### src/plb_pkg.sv
// Types and codes for the positional list buffer.
// No dependencies; imported by the cell, the top level and the checker.
`default_nettype none

package plb_pkg;

   localparam int ITEM_W = 32;
   localparam int POS_W  = 4;
   localparam int OP_W   = 3;
   localparam int STAT_W = 2;

   // Request codes
   typedef enum logic [OP_W-1:0] {
      OP_INS_HEAD = 3'd0,
      OP_INS_TAIL = 3'd1,
      OP_INS_POS  = 3'd2,
      OP_RM_HEAD  = 3'd3,
      OP_RM_TAIL  = 3'd4,
      OP_RM_POS   = 3'd5,
      OP_READ     = 3'd6,
      OP_CLEAR    = 3'd7
   } op_type;

   // Result status codes
   typedef enum logic [STAT_W-1:0] {
      ST_OK    = 2'd0,
      ST_EMPTY = 2'd1,
      ST_FULL  = 2'd2,
      ST_RANGE = 2'd3
   } status_type;

   // Per-cycle command broadcast along the row of cells
   typedef struct packed {
      logic              ins_en;
      logic              rem_en;
      logic [ITEM_W-1:0] item;
   } cell_ctl_type;

endpackage

`default_nettype wire

### src/plb_if.sv
// Request and response channel interfaces of the positional list buffer.
// Depends on plb_pkg for field widths.
`default_nettype none

interface plb_req_if;
   logic                              valid;
   logic                              ready;
   logic        [plb_pkg::OP_W-1:0]   op;
   logic        [plb_pkg::POS_W-1:0]  pos;
   logic signed [plb_pkg::ITEM_W-1:0] item;

   modport source (output valid, op, pos, item, input ready);
   modport sink   (input valid, op, pos, item, output ready);
endinterface

interface plb_rsp_if #(
   parameter int LEN_W = 5
);
   logic                              valid;
   logic                              ready;
   logic signed [plb_pkg::ITEM_W-1:0] read_item;
   logic        [plb_pkg::STAT_W-1:0] status;
   logic        [LEN_W-1:0]           length;

   modport source (output valid, read_item, status, length, input ready);
   modport sink   (input valid, read_item, status, length, output ready);
endinterface

`default_nettype wire

### src/plb_cell.sv
// One storage cell of the list row: holds one item and shifts toward the
// tail on insert or toward the head on remove. Depends on plb_pkg.
`default_nettype none

module plb_cell #(
   parameter int IDX_W = 4,
   parameter int INDEX = 0
) (
   input  wire                          clock,
   input  plb_pkg::cell_ctl_type        ctl,
   input  wire  [IDX_W-1:0]             p,
   input  wire  [plb_pkg::ITEM_W-1:0]   left_value,
   input  wire  [plb_pkg::ITEM_W-1:0]   right_value,
   output logic [plb_pkg::ITEM_W-1:0]   value
);
   import plb_pkg::*;

   localparam logic [IDX_W-1:0] MY_IDX = IDX_W'(INDEX);

   logic [ITEM_W-1:0] value_ff;
   logic [ITEM_W-1:0] value_in;

   // Insert: cells past the point take their head-side neighbour, the point
   // takes the new item. Remove: cells from the point on take the tail side.
   always_comb begin
      value_in = value_ff;
      if (ctl.ins_en) begin
         if (MY_IDX > p) begin
            value_in = left_value;
         end else if (MY_IDX == p) begin
            value_in = ctl.item;
         end
      end else if (ctl.rem_en) begin
         if (MY_IDX >= p) begin
            value_in = right_value;
         end
      end
   end

   always_ff @(posedge clock) begin
      value_ff <= value_in;
   end

   assign value = value_ff;

endmodule

`default_nettype wire

### src/positional_list_buffer.sv
// Top level of the positional list buffer: request decode, the row of cells
// and the registered response. Depends on plb_pkg, plb_if and plb_cell.
`default_nettype none

// A bounded ordered list of up to CAPACITY signed 32-bit items, position 0
// at the head. Each request beat (insert head/tail/position, remove
// head/tail/position, read, clear) is handled in the cycle it is accepted:
// a successful insert or remove shifts the cells by one place in that cycle
// and the response beat (item, status, new length) appears from an output
// register in the next cycle. Requests are taken one per cycle whenever the
// response register is empty or being drained, so sustained throughput is
// one request per clock, as the cell row updates in the accept cycle. Reset
// clears only the length and the response valid flag, not the storage cells.
module positional_list_buffer #(
   parameter int CAPACITY = 16
) (
   input  wire        clock,
   input  wire        reset,
   plb_req_if.sink    req_chan,
   plb_rsp_if.source  rsp_chan
);
   import plb_pkg::*;

   localparam int IDX_W = $clog2(CAPACITY);
   localparam int CNT_W = $clog2(CAPACITY + 1);
   localparam int PW    = (CNT_W > POS_W) ? CNT_W : POS_W;
   localparam logic [CNT_W-1:0] CAP_CNT = CNT_W'(CAPACITY);

   logic [CNT_W-1:0]  count_ff;
   logic [CNT_W-1:0]  count_in;

   logic              rsp_valid_ff;
   logic [ITEM_W-1:0] rsp_item_ff;
   logic [ITEM_W-1:0] rsp_item_in;
   status_type        rsp_status_ff;
   status_type        rsp_status_in;
   logic [CNT_W-1:0]  rsp_length_ff;

   logic              req_fire;
   op_type            op;
   logic [PW-1:0]     pos_x;
   logic [PW-1:0]     count_x;
   logic [PW-1:0]     p_x;
   logic [IDX_W-1:0]  p_idx;
   cell_ctl_type      ctl;

   logic [ITEM_W-1:0] cell_q [CAPACITY];

   assign req_chan.ready = !rsp_valid_ff || rsp_chan.ready;
   assign req_fire       = req_chan.valid && req_chan.ready;
   assign op             = op_type'(req_chan.op);
   assign pos_x          = PW'(req_chan.pos);
   assign count_x        = PW'(count_ff);
   assign p_idx          = p_x[IDX_W-1:0];

   // Request decode: target position, status, new length, cell command
   always_comb begin
      p_x           = pos_x;
      count_in      = count_ff;
      rsp_item_in   = '0;
      rsp_status_in = ST_OK;
      ctl.ins_en    = 1'b0;
      ctl.rem_en    = 1'b0;
      ctl.item      = req_chan.item;
      case (op)
         OP_INS_HEAD, OP_INS_TAIL, OP_INS_POS: begin
            if (op == OP_INS_HEAD) begin
               p_x = '0;
            end else if (op == OP_INS_TAIL) begin
               p_x = count_x;
            end
            if (count_ff == CAP_CNT) begin
               rsp_status_in = ST_FULL;
            end else if (p_x > count_x) begin
               rsp_status_in = ST_RANGE;
            end else begin
               ctl.ins_en = req_fire;
               count_in   = count_ff + CNT_W'(1);
            end
         end
         OP_RM_HEAD, OP_RM_TAIL, OP_RM_POS, OP_READ: begin
            if (op == OP_RM_HEAD) begin
               p_x = '0;
            end else if (op == OP_RM_TAIL) begin
               p_x = count_x - PW'(1);
            end
            if (count_ff == '0) begin
               rsp_status_in = ST_EMPTY;
            end else if (p_x >= count_x) begin
               rsp_status_in = ST_RANGE;
            end else begin
               rsp_item_in = cell_q[p_idx];
               if (op != OP_READ) begin
                  ctl.rem_en = req_fire;
                  count_in   = count_ff - CNT_W'(1);
               end
            end
         end
         OP_CLEAR: begin
            count_in = '0;
         end
         default: begin
            count_in = count_ff;
         end
      endcase
   end

   // Row of cells, each wired to its neighbours
   for (genvar gi = 0; gi < CAPACITY; gi++) begin : g_cell
      logic [ITEM_W-1:0] left_v;
      logic [ITEM_W-1:0] right_v;
      if (gi == 0) begin : g_head
         assign left_v = req_chan.item;
      end else begin : g_mid
         assign left_v = cell_q[gi-1];
      end
      if (gi == CAPACITY - 1) begin : g_tail
         assign right_v = cell_q[gi];
      end else begin : g_body
         assign right_v = cell_q[gi+1];
      end
      plb_cell #(
         .IDX_W (IDX_W),
         .INDEX (gi)
      ) u_cell (
         .clock       (clock),
         .ctl         (ctl),
         .p           (p_idx),
         .left_value  (left_v),
         .right_value (right_v),
         .value       (cell_q[gi])
      );
   end

   // Length register
   always_ff @(posedge clock) begin
      if (reset) begin
         count_ff <= '0;
      end else if (req_fire) begin
         count_ff <= count_in;
      end
   end

   // Response register: loads on each accepted beat, drains on ready
   always_ff @(posedge clock) begin
      if (reset) begin
         rsp_valid_ff <= 1'b0;
      end else if (req_fire) begin
         rsp_valid_ff <= 1'b1;
      end else if (rsp_chan.ready) begin
         rsp_valid_ff <= 1'b0;
      end
   end

   always_ff @(posedge clock) begin
      if (req_fire) begin
         rsp_item_ff   <= rsp_item_in;
         rsp_status_ff <= rsp_status_in;
         rsp_length_ff <= count_in;
      end
   end

   assign rsp_chan.valid     = rsp_valid_ff;
   assign rsp_chan.read_item = rsp_item_ff;
   assign rsp_chan.status    = rsp_status_ff;
   assign rsp_chan.length    = rsp_length_ff;

endmodule

`default_nettype wire

### src/flat_wrapper.sv
// flat-port wrapper written by rule: the top's interface ports become plain ports
module positional_list_buffer_flat import plb_pkg::*;
#(
   parameter int CAPACITY = 16
)
  (clock, reset, req_chan_valid, req_chan_op, req_chan_pos, req_chan_item, req_chan_ready, rsp_chan_valid, rsp_chan_read_item, rsp_chan_status, rsp_chan_length, rsp_chan_ready);
  plb_req_if req_chan_i ();
  plb_rsp_if #(.LEN_W(5)) rsp_chan_i ();
  input  wire clock;
  input  wire reset;
  input wire logic [$bits(req_chan_i.valid)-1:0] req_chan_valid;
  input wire logic [$bits(req_chan_i.op)-1:0] req_chan_op;
  input wire logic [$bits(req_chan_i.pos)-1:0] req_chan_pos;
  input wire logic [$bits(req_chan_i.item)-1:0] req_chan_item;
  output wire logic [$bits(req_chan_i.ready)-1:0] req_chan_ready;
  output wire logic [$bits(rsp_chan_i.valid)-1:0] rsp_chan_valid;
  output wire logic [$bits(rsp_chan_i.read_item)-1:0] rsp_chan_read_item;
  output wire logic [$bits(rsp_chan_i.status)-1:0] rsp_chan_status;
  output wire logic [$bits(rsp_chan_i.length)-1:0] rsp_chan_length;
  input wire logic [$bits(rsp_chan_i.ready)-1:0] rsp_chan_ready;
  assign req_chan_i.valid = req_chan_valid;
  assign req_chan_i.op = req_chan_op;
  assign req_chan_i.pos = req_chan_pos;
  assign req_chan_i.item = req_chan_item;
  assign req_chan_ready = req_chan_i.ready;
  assign rsp_chan_valid = rsp_chan_i.valid;
  assign rsp_chan_read_item = rsp_chan_i.read_item;
  assign rsp_chan_status = rsp_chan_i.status;
  assign rsp_chan_length = rsp_chan_i.length;
  assign rsp_chan_i.ready = rsp_chan_ready;
  positional_list_buffer #(.CAPACITY(CAPACITY)) u_core (.clock(clock), .reset(reset), .req_chan(req_chan_i), .rsp_chan(rsp_chan_i));
endmodule
### config.mk
export PLATFORM = sky130hd
export DESIGN_NAME = positional_list_buffer_flat
export DESIGN_NICKNAME = d
export VERILOG_FILES = /design/src/plb_pkg.sv /design/src/plb_if.sv /design/src/plb_cell.sv /design/src/positional_list_buffer.sv /design/src/flat_wrapper.sv
export SDC_FILE = /design/constraint.sdc
export NUM_CORES = 2
export LEC_CHECK = 0
export BUFFER_PORTS_ARGS = -buffer_cell sky130_fd_sc_hd__buf_2
export CORE_ASPECT_RATIO = 1.4
export CORE_UTILIZATION = 55
export CTS_BUF_LIST = sky130_fd_sc_hd__clkbuf_4 sky130_fd_sc_hd__clkbuf_8 sky130_fd_sc_hd__clkbuf_16
export CTS_CLUSTER_SIZE = 28
export DETAILED_ROUTE_END_ITERATION = 10
export PLACE_DENSITY = 0.72
export SLEW_MARGIN = 20
export SYNTH_ARGS = -nofsm -noshare
export SYNTH_HDL_FRONTEND = slang
export SYNTH_SLANG_ARGS = --single-unit
### constraint.sdc
create_clock -name clock -period 7.5 [get_ports clock]
set_input_delay 0.75 -clock clock [delete_from_list [all_inputs] [get_ports clock]]
set_output_delay 0.75 -clock clock [all_outputs]
set_load 0.1 [all_outputs]
Yosys cells after proc, flatten, opt, wreduce, memory -nomap -nowiden:

Index checks and enable logic that the tools add are counted.

* register bits: 557
* bits of input ports: 43
* output and inout port bits: 41
* word-level logic and storage cells: 248

* add/sub/neg operators: 2
* order comparisons: 34
* equal/unequal tests: 39
* multiplexer cells: 107
* bitwise logic cells: 2
* reductions and logical operators: 43

Operators with widths (number)
* $mux 32: 79
* $bmux 32 s4: 1
* $mux 5: 11
* $ne 3x3->1 const B: 16
* $reduce_and 3->1: 15
* $reduce_bool 2->1: 18
* $eq 4x4->1 const A: 8
* $gt 4x4->1 const A: 8
* $ge 4x4->1 const A: 7
* $eq 3x4->1 const A: 4
* $ge 3x4->1 const A: 4
* $gt 3x4->1 const A: 4
* $pmux 5 s3: 1
* $eq 3x3->1 const B: 4
* $mux 1: 9
* $eq 2x4->1 const A: 2
* $ge 1x4->1 const A: 2
* $ge 2x4->1 const A: 2
* $gt 1x4->1 const A: 2
* $gt 2x4->1 const A: 2
* $mux 2: 4
* $pmux 4 s2: 1
* $eq 3x2->1 const B: 2
* $reduce_or 3->1: 2
* other kinds (19): 19

Longest topological paths before layout:

* depth after elaboration: 10
* gate-level depth with buffers: 14

Hierarchy:

A second synthesis with hierarchy kept.

* cell total of the unflattened synthesis: 3603
* area total of the unflattened synthesis: 35969.5 um^2

Modules (own cells, without submodules)
* positional_list_buffer: instances 1, cells an instance 1151, area an instance 8415.6 um^2, seq. area each 1291.2 um^2
* plb_cell at u_core.g_cell[13].u_cell ...: instances 2, cells an instance 141, area an instance 1664.1 um^2, seq. area each 960.9 um^2
* plb_cell at u_core.g_cell[10].u_cell: instances 1, cells an instance 190, area an instance 2147.1 um^2, seq. area each 960.9 um^2
* plb_cell at u_core.g_cell[12].u_cell: instances 1, cells an instance 183, area an instance 1933.1 um^2, seq. area each 960.9 um^2
* plb_cell at u_core.g_cell[2].u_cell: instances 1, cells an instance 187, area an instance 1909.3 um^2, seq. area each 960.9 um^2
* plb_cell at u_core.g_cell[4].u_cell: instances 1, cells an instance 184, area an instance 1864.3 um^2, seq. area each 960.9 um^2
* plb_cell at u_core.g_cell[6].u_cell: instances 1, cells an instance 177, area an instance 1689.1 um^2, seq. area each 960.9 um^2
* plb_cell at u_core.g_cell[8].u_cell: instances 1, cells an instance 142, area an instance 1681.6 um^2, seq. area each 960.9 um^2
* plb_cell at u_core.g_cell[3].u_cell: instances 1, cells an instance 141, area an instance 1661.6 um^2, seq. area each 960.9 um^2
* plb_cell at u_core.g_cell[7].u_cell: instances 1, cells an instance 177, area an instance 1654.1 um^2, seq. area each 960.9 um^2
* plb_cell at u_core.g_cell[15].u_cell: instances 1, cells an instance 140, area an instance 1652.8 um^2, seq. area each 960.9 um^2
* plb_cell at u_core.g_cell[14].u_cell: instances 1, cells an instance 178, area an instance 1644.1 um^2, seq. area each 960.9 um^2
* plb_cell at u_core.g_cell[9].u_cell: instances 1, cells an instance 177, area an instance 1641.6 um^2, seq. area each 960.9 um^2
* plb_cell at u_core.g_cell[11].u_cell: instances 1, cells an instance 112, area an instance 1625.3 um^2, seq. area each 960.9 um^2
* 2 more rows

Worst setup path after synthesis:

OpenSTA, ideal clock, no wires.

* kind: register to register
* from: reg u_core.rsp_valid_ff (netlist: u_core.rsp_chan.valid)
* to: reg u_core.g_cell[2].u_cell.value_ff[0] (enable)
* library setup time: 0.501 ns
* data arrival time: 6.486 ns
* required time: 6.999 ns
* setup slack: 0.513 ns
* stages on the path, launching flop included: 7
* buffers on the path: 1
* cell sequence: dfxtp_1 > nand2b_1 > nand2_1 > inv_1 > o21ai_1 > clkbuf_1 > nor4_1

* cells in the longest elaborated chain, start to end: 9
* elaborated cells between the ends (all ways): 14

Ends and longest elaborated chain
* start: declaration: line positional_list_buffer.sv:32 `logic rsp_valid_ff;`
* start signal: assignment: line positional_list_buffer.sv:147 `rsp_valid_ff <= 1'b0;`
* start signal: assignment: line positional_list_buffer.sv:149 `rsp_valid_ff <= 1'b1;`
* start signal: assignment: line positional_list_buffer.sv:151 `rsp_valid_ff <= 1'b0;`
* $logic_not 1->1 (*): line positional_list_buffer.sv:49 `assign req_chan.ready = !rsp_valid_ff || rsp_chan.ready;`
* $logic_or 1x1->1 (*): line positional_list_buffer.sv:49
* net req_chan_ready: line flat_wrapper.sv:15 `output wire logic [$bits(req_chan_i.ready)-1:0] req_chan_ready;`
* $logic_and 1x1->1 (*): line positional_list_buffer.sv:50 `assign req_fire = req_chan.valid && req_chan.ready;`
* net u_core.req_fire: line positional_list_buffer.sv:39 `logic req_fire;`
* $mux 1: line positional_list_buffer.sv:93 `if (op != OP_READ) begin`
* $mux 1: line positional_list_buffer.sv:89 `end else if (p_x >= count_x) begin`
* $mux 1: line positional_list_buffer.sv:87 `if (count_ff == '0) begin`
* $mux 1: line positional_list_buffer.sv:65 `case (op)`
* $reduce_bool 2->1 (no line)
* $reduce_and 3->1 (no line) (*)
* end signal: assignment: line plb_cell.sv:41 `value_ff <= value_in;`
* end: declaration: line plb_cell.sv:20 `logic [ITEM_W-1:0] value_ff;`

Mark *: on every way through the listed nets, which the timed path passes. The rest lies on a longest branch.
A chain may end at the register's enable or synchronous reset.

Worst setup path in the final report:

* from: reg u_core.count_ff[1]
* to: reg u_core.g_cell[0].u_cell.value_ff[18] (enable)

* cells in the longest elaborated chain, start to end: 10
* elaborated cells between the ends (all ways): 25

Ends and longest elaborated chain
* start: declaration: line positional_list_buffer.sv:29 `logic [CNT_W-1:0] count_ff;`
* start signal: assignment: line positional_list_buffer.sv:140 `count_ff <= count_in;`
* $sub 5x1->5: line positional_list_buffer.sv:85 `p_x = count_x - PW'(1);`
* $mux 5: line positional_list_buffer.sv:84 `end else if (op == OP_RM_TAIL) begin`
* $mux 5: line positional_list_buffer.sv:82 `if (op == OP_RM_HEAD) begin`
* $mux 5: line positional_list_buffer.sv:65
* $ge 5x5->1: line positional_list_buffer.sv:89
* $mux 1: line positional_list_buffer.sv:89
* $mux 1: line positional_list_buffer.sv:87
* $mux 1: line positional_list_buffer.sv:65
* $reduce_bool 2->1 (no line)
* $reduce_and 3->1 (no line) (*)
* end signal: assignment: line plb_cell.sv:41
* end: declaration: line plb_cell.sv:20

Mark *: on every way between the ends. The rest lies on a longest branch, timed or not. The select of a mux whose other input is x is not followed.

==> flow_summary.ini <==
[run_status]
run_status = finished, final reports clean

[timing]
setup_repair_after_global_routing_missed_its_margin = no
slew_headroom = 0.213
setup_tns_ns = 0
final-max-slew-violation-count = 0
setup_ws_ns = 2.30
count_of_endpoints_failing_setup_in_the_final_report = 0
final.hold.worst_slack_ns = 0.354
final_hold_viol_count = 0
period_share = 0.694
clock-skew-final_ns = 0.0248
finalWorstPathRequiredPeriod_ns = 5.20
achievable_freq_mhz = 192
worst_slew_pin_slew_ns = 1.18

[critical_path]
critical-path-top-cell-by-count = sky130_fd_sc_hd__nor2_1
worstPathMaxFanout = 19
largest_stage_delay_on_the_critical_path_ns = 0.99
sort_of_element_at_the_end_of_the_critical_path = flop
arrival_ns = 5.51
crit_family = simple AND/OR/NAND/NOR gates
setup.worst_path.start_class = flop
worst_path_required_time_ns = 7.81
cp_slowest_cell = sky130_fd_sc_hd__nor2_4
critPathBufInv = 3
criticalPathCategory = flop to flop
critical_path.cell_chain = inv_1 > ha_1 > nor3b_1 > nor2_1 > nor2_1 > nor2_1 > ha_1 > a21oi_1 > o211ai_1 > buf_4 > nor2b_1 > o21ai_4 > nor2_4 > buf_4

[logic_synthesis]
syn_inst = 3220
main_flop_type_after_synthesis = sky130_fd_sc_hd__edfxtp_1
ys_seq_elements = 557
syn_nets = 3275
asyncSetResetFlopFracSynth = 0
number_of_distinct_library_cell_variants_in_the_gate_level_netlist_after_synthesis = 74
mappedNetlistArea_um2 = 32700
synthesis.area_per_instance_um2 = 10.2
synth_edf_count = 551
yosysSeqAreaShare = 0.510
yosys_warnings = 0

[clocking]
tritoncts = built
postCtsHoldBufs = 0
post_cts.resized_instances = 0
cts_made_buffers = 55
clkSlewWorstSetupHoldPaths_ns = 0.07
post-cts-setup-buffer-count = 0
source_to_sink_clock_delay_at_the_later_pin_of_the_worst_skew_pair_ns = 0.64
clk_root_buf = sky130_fd_sc_hd__clkbuf_16
h-tree-depth = 2
max-clock-path-buffers = 3
cts_sinks = 557

[floorplanning]
die-area_um2 = 60400
core_um2 = 58700
die_width_um = 208
rows = 105
initial_core_util = 0.557
floorplan.die.height_um = 290
io_pins = 84

[grt]
initial_antenna_violation_count = 8
first_global_vias = 25700
overflow = 0
grt_pass1_wl_um = 160000
global_route.usage.total = 0.351
grt_max_degree = 221

[layout]
instances_no_fill = 3935
layout.core_utilization = 0.604
final_cell_area_um2 = 35500
final_common_cell = sky130_fd_sc_hd__edfxtp_1
post_layout_net_count = 3190
drive_above_1_share = 0.128
areaGrowthSynthToFinish_pct = 8.49
mostFrequentLayoutCells = 551 x sky130_fd_sc_hd__edfxtp_1, 489 x sky130_fd_sc_hd__a21oi_1, 466 x sky130_fd_sc_hd__nor2_1

[hold_path]
hold_path_class = primary input to flop

[placed_design]
place.port_buffers = 83
hpwlAfterDp_um = 64200
last_weighted_congestion_value_of_the_routability_driven_placer = 0.897
dp.cells = 3827
placement.setup.worst_slack_ns = 2.28
post_dp_cell_area_um2 = 33700

[detailed_routing]
drt-pass1-iter-count = 9
detail-route-antenna-nets = 0
drc = 0
drtIter0Drc = 3872
routed-via-count = 27000
vias_per_inst = 6.87
routed_wl_um = 109000
routedWlPerCell_um = 27.7

[power]
irDropWorstVdd_uv = 167
power.total_mw = 7.94
leakage_nw = 13.4
power_density_nw_per_um2 = 224

[run]
maxCapViolCount = 0
-- flip-flops by register name, summed over array words and instances (netlist names) --
| register | count |
|---|---|
| u_core.count_ff | 5 |
| u_core.g_cell.u_cell.value | 512 |
| u_core.rsp_chan.length | 5 |
| u_core.rsp_chan.read_item | 32 |
| u_core.rsp_chan.status | 2 |
| u_core.rsp_chan.valid | 1 |
-- cell usage after synthesis (3+ instances only) --
| cell type | n | area (um^2) |
|---|---|---|
| sky130_fd_sc_hd__a211o_1 | 3 | 26.3 |
| sky130_fd_sc_hd__a211oi_1 | 45 | 338 |
| sky130_fd_sc_hd__a21o_1 | 4 | 30.0 |
| sky130_fd_sc_hd__a21oi_1 | 492 | 2460 |
| sky130_fd_sc_hd__a311oi_1 | 4 | 35.0 |
| sky130_fd_sc_hd__a31oi_1 | 44 | 275 |
| sky130_fd_sc_hd__a32oi_1 | 29 | 254 |
| sky130_fd_sc_hd__and2_1 | 4 | 25.0 |
| sky130_fd_sc_hd__and3_1 | 32 | 200 |
| sky130_fd_sc_hd__buf_1 | 10 | 37.5 |
| sky130_fd_sc_hd__buf_2 | 63 | 315 |
| sky130_fd_sc_hd__buf_4 | 31 | 233 |
| sky130_fd_sc_hd__clkbuf_1 | 186 | 698 |
| sky130_fd_sc_hd__dfxtp_1 | 6 | 120 |
| sky130_fd_sc_hd__edfxtp_1 | 551 | 16500 |
| sky130_fd_sc_hd__ha_1 | 12 | 150 |
| sky130_fd_sc_hd__inv_1 | 10 | 37.5 |
| sky130_fd_sc_hd__mux2_2 | 104 | 1170 |
| sky130_fd_sc_hd__mux2i_1 | 458 | 4580 |
| sky130_fd_sc_hd__nand2_1 | 310 | 1160 |
| sky130_fd_sc_hd__nand2b_1 | 4 | 25.0 |
| sky130_fd_sc_hd__nand3_1 | 107 | 536 |
| sky130_fd_sc_hd__nand3b_1 | 3 | 22.5 |
| sky130_fd_sc_hd__nand4_1 | 25 | 156 |
| sky130_fd_sc_hd__nor2_1 | 474 | 1780 |
| sky130_fd_sc_hd__nor2_2 | 3 | 18.8 |
| sky130_fd_sc_hd__nor2b_1 | 6 | 37.5 |
| sky130_fd_sc_hd__nor3_1 | 16 | 80.1 |
| sky130_fd_sc_hd__nor3_2 | 3 | 30.0 |
| sky130_fd_sc_hd__nor4_1 | 3 | 18.8 |
| sky130_fd_sc_hd__nor4b_1 | 3 | 26.3 |
| sky130_fd_sc_hd__o211ai_1 | 28 | 210 |
| sky130_fd_sc_hd__o21ai_0 | 70 | 350 |
| sky130_fd_sc_hd__o21ai_2 | 3 | 26.3 |
| sky130_fd_sc_hd__o22ai_1 | 12 | 75.1 |
| sky130_fd_sc_hd__or4_1 | 13 | 97.6 |
-- power breakdown --
| group | switching [mW] | internal, mW |
|---|---|---|
| registers | 0.0764 | 3.56 |
| logic | 1.03 | 0.457 |
| clock network | 1.26 | 1.55 |
-- worst paths after layout --
path	from	end	slack, ns	depth (start not counted)
worst max register to register	u_core.count_ff[1]$_SDFFE_PP0P_	u_core.g_cell[0].u_cell.value[18]$_DFFE_PP_	2.30	14
worst min register to register	u_core.rsp_chan.valid$_SDFFE_PP0P_	u_core.rsp_chan.valid$_SDFFE_PP0P_	0.53	2
worst max-delay path	u_core.count_ff[1]$_SDFFE_PP0P_	u_core.g_cell[0].u_cell.value[18]$_DFFE_PP_	2.30	14
worst min-delay path	req_chan_valid	u_core.rsp_chan.valid$_SDFFE_PP0P_	0.35	3
-- logic make-up (layout without fill, tap and decap cells) --
group	Yosys count	count (layout)	share of synthesized area
buf+inv	300	260	0.0404
xor+xnor	2	2	0.000536
other cells	0	6	0
mux	563	563	0.177
fa+ha+maj	12	12	0.00459
simple gates	1020	1020	0.133
compound gates	766	766	0.134
flops	557	557	0.510
-- area by class of cell --
class / count / area, um^2
Antenna cell: 6 / 15.0
Clock buffer: 71 / 1530
Clock inverter: 31 / 243
Fill cell: 4756 / 23300
Inverter: 10 / 37.5
Multi-Input combinational cell: 2363 / 15000
Sequential cell: 557 / 16700
Tap cell: 749 / 937
Timing Repair Buffer: 148 / 1010
-- layer usage --
layer	GRT usage	wire [um]	vias up
met4	0.202	6740	2
met5	0	9	-
li1	-	-	11700
met2	0.571	51200	1923
met1	0.436	39100	13000
met3	0.0713	12000	409
-- tightest hold or removal path, cell delays in order --
cell,delay [ns]
sky130_fd_sc_hd__buf_2,0.10
sky130_fd_sc_hd__inv_1,0.04
sky130_fd_sc_hd__a21oi_1,0.05
No activity file was read; power rests on OpenSTA's default activity.
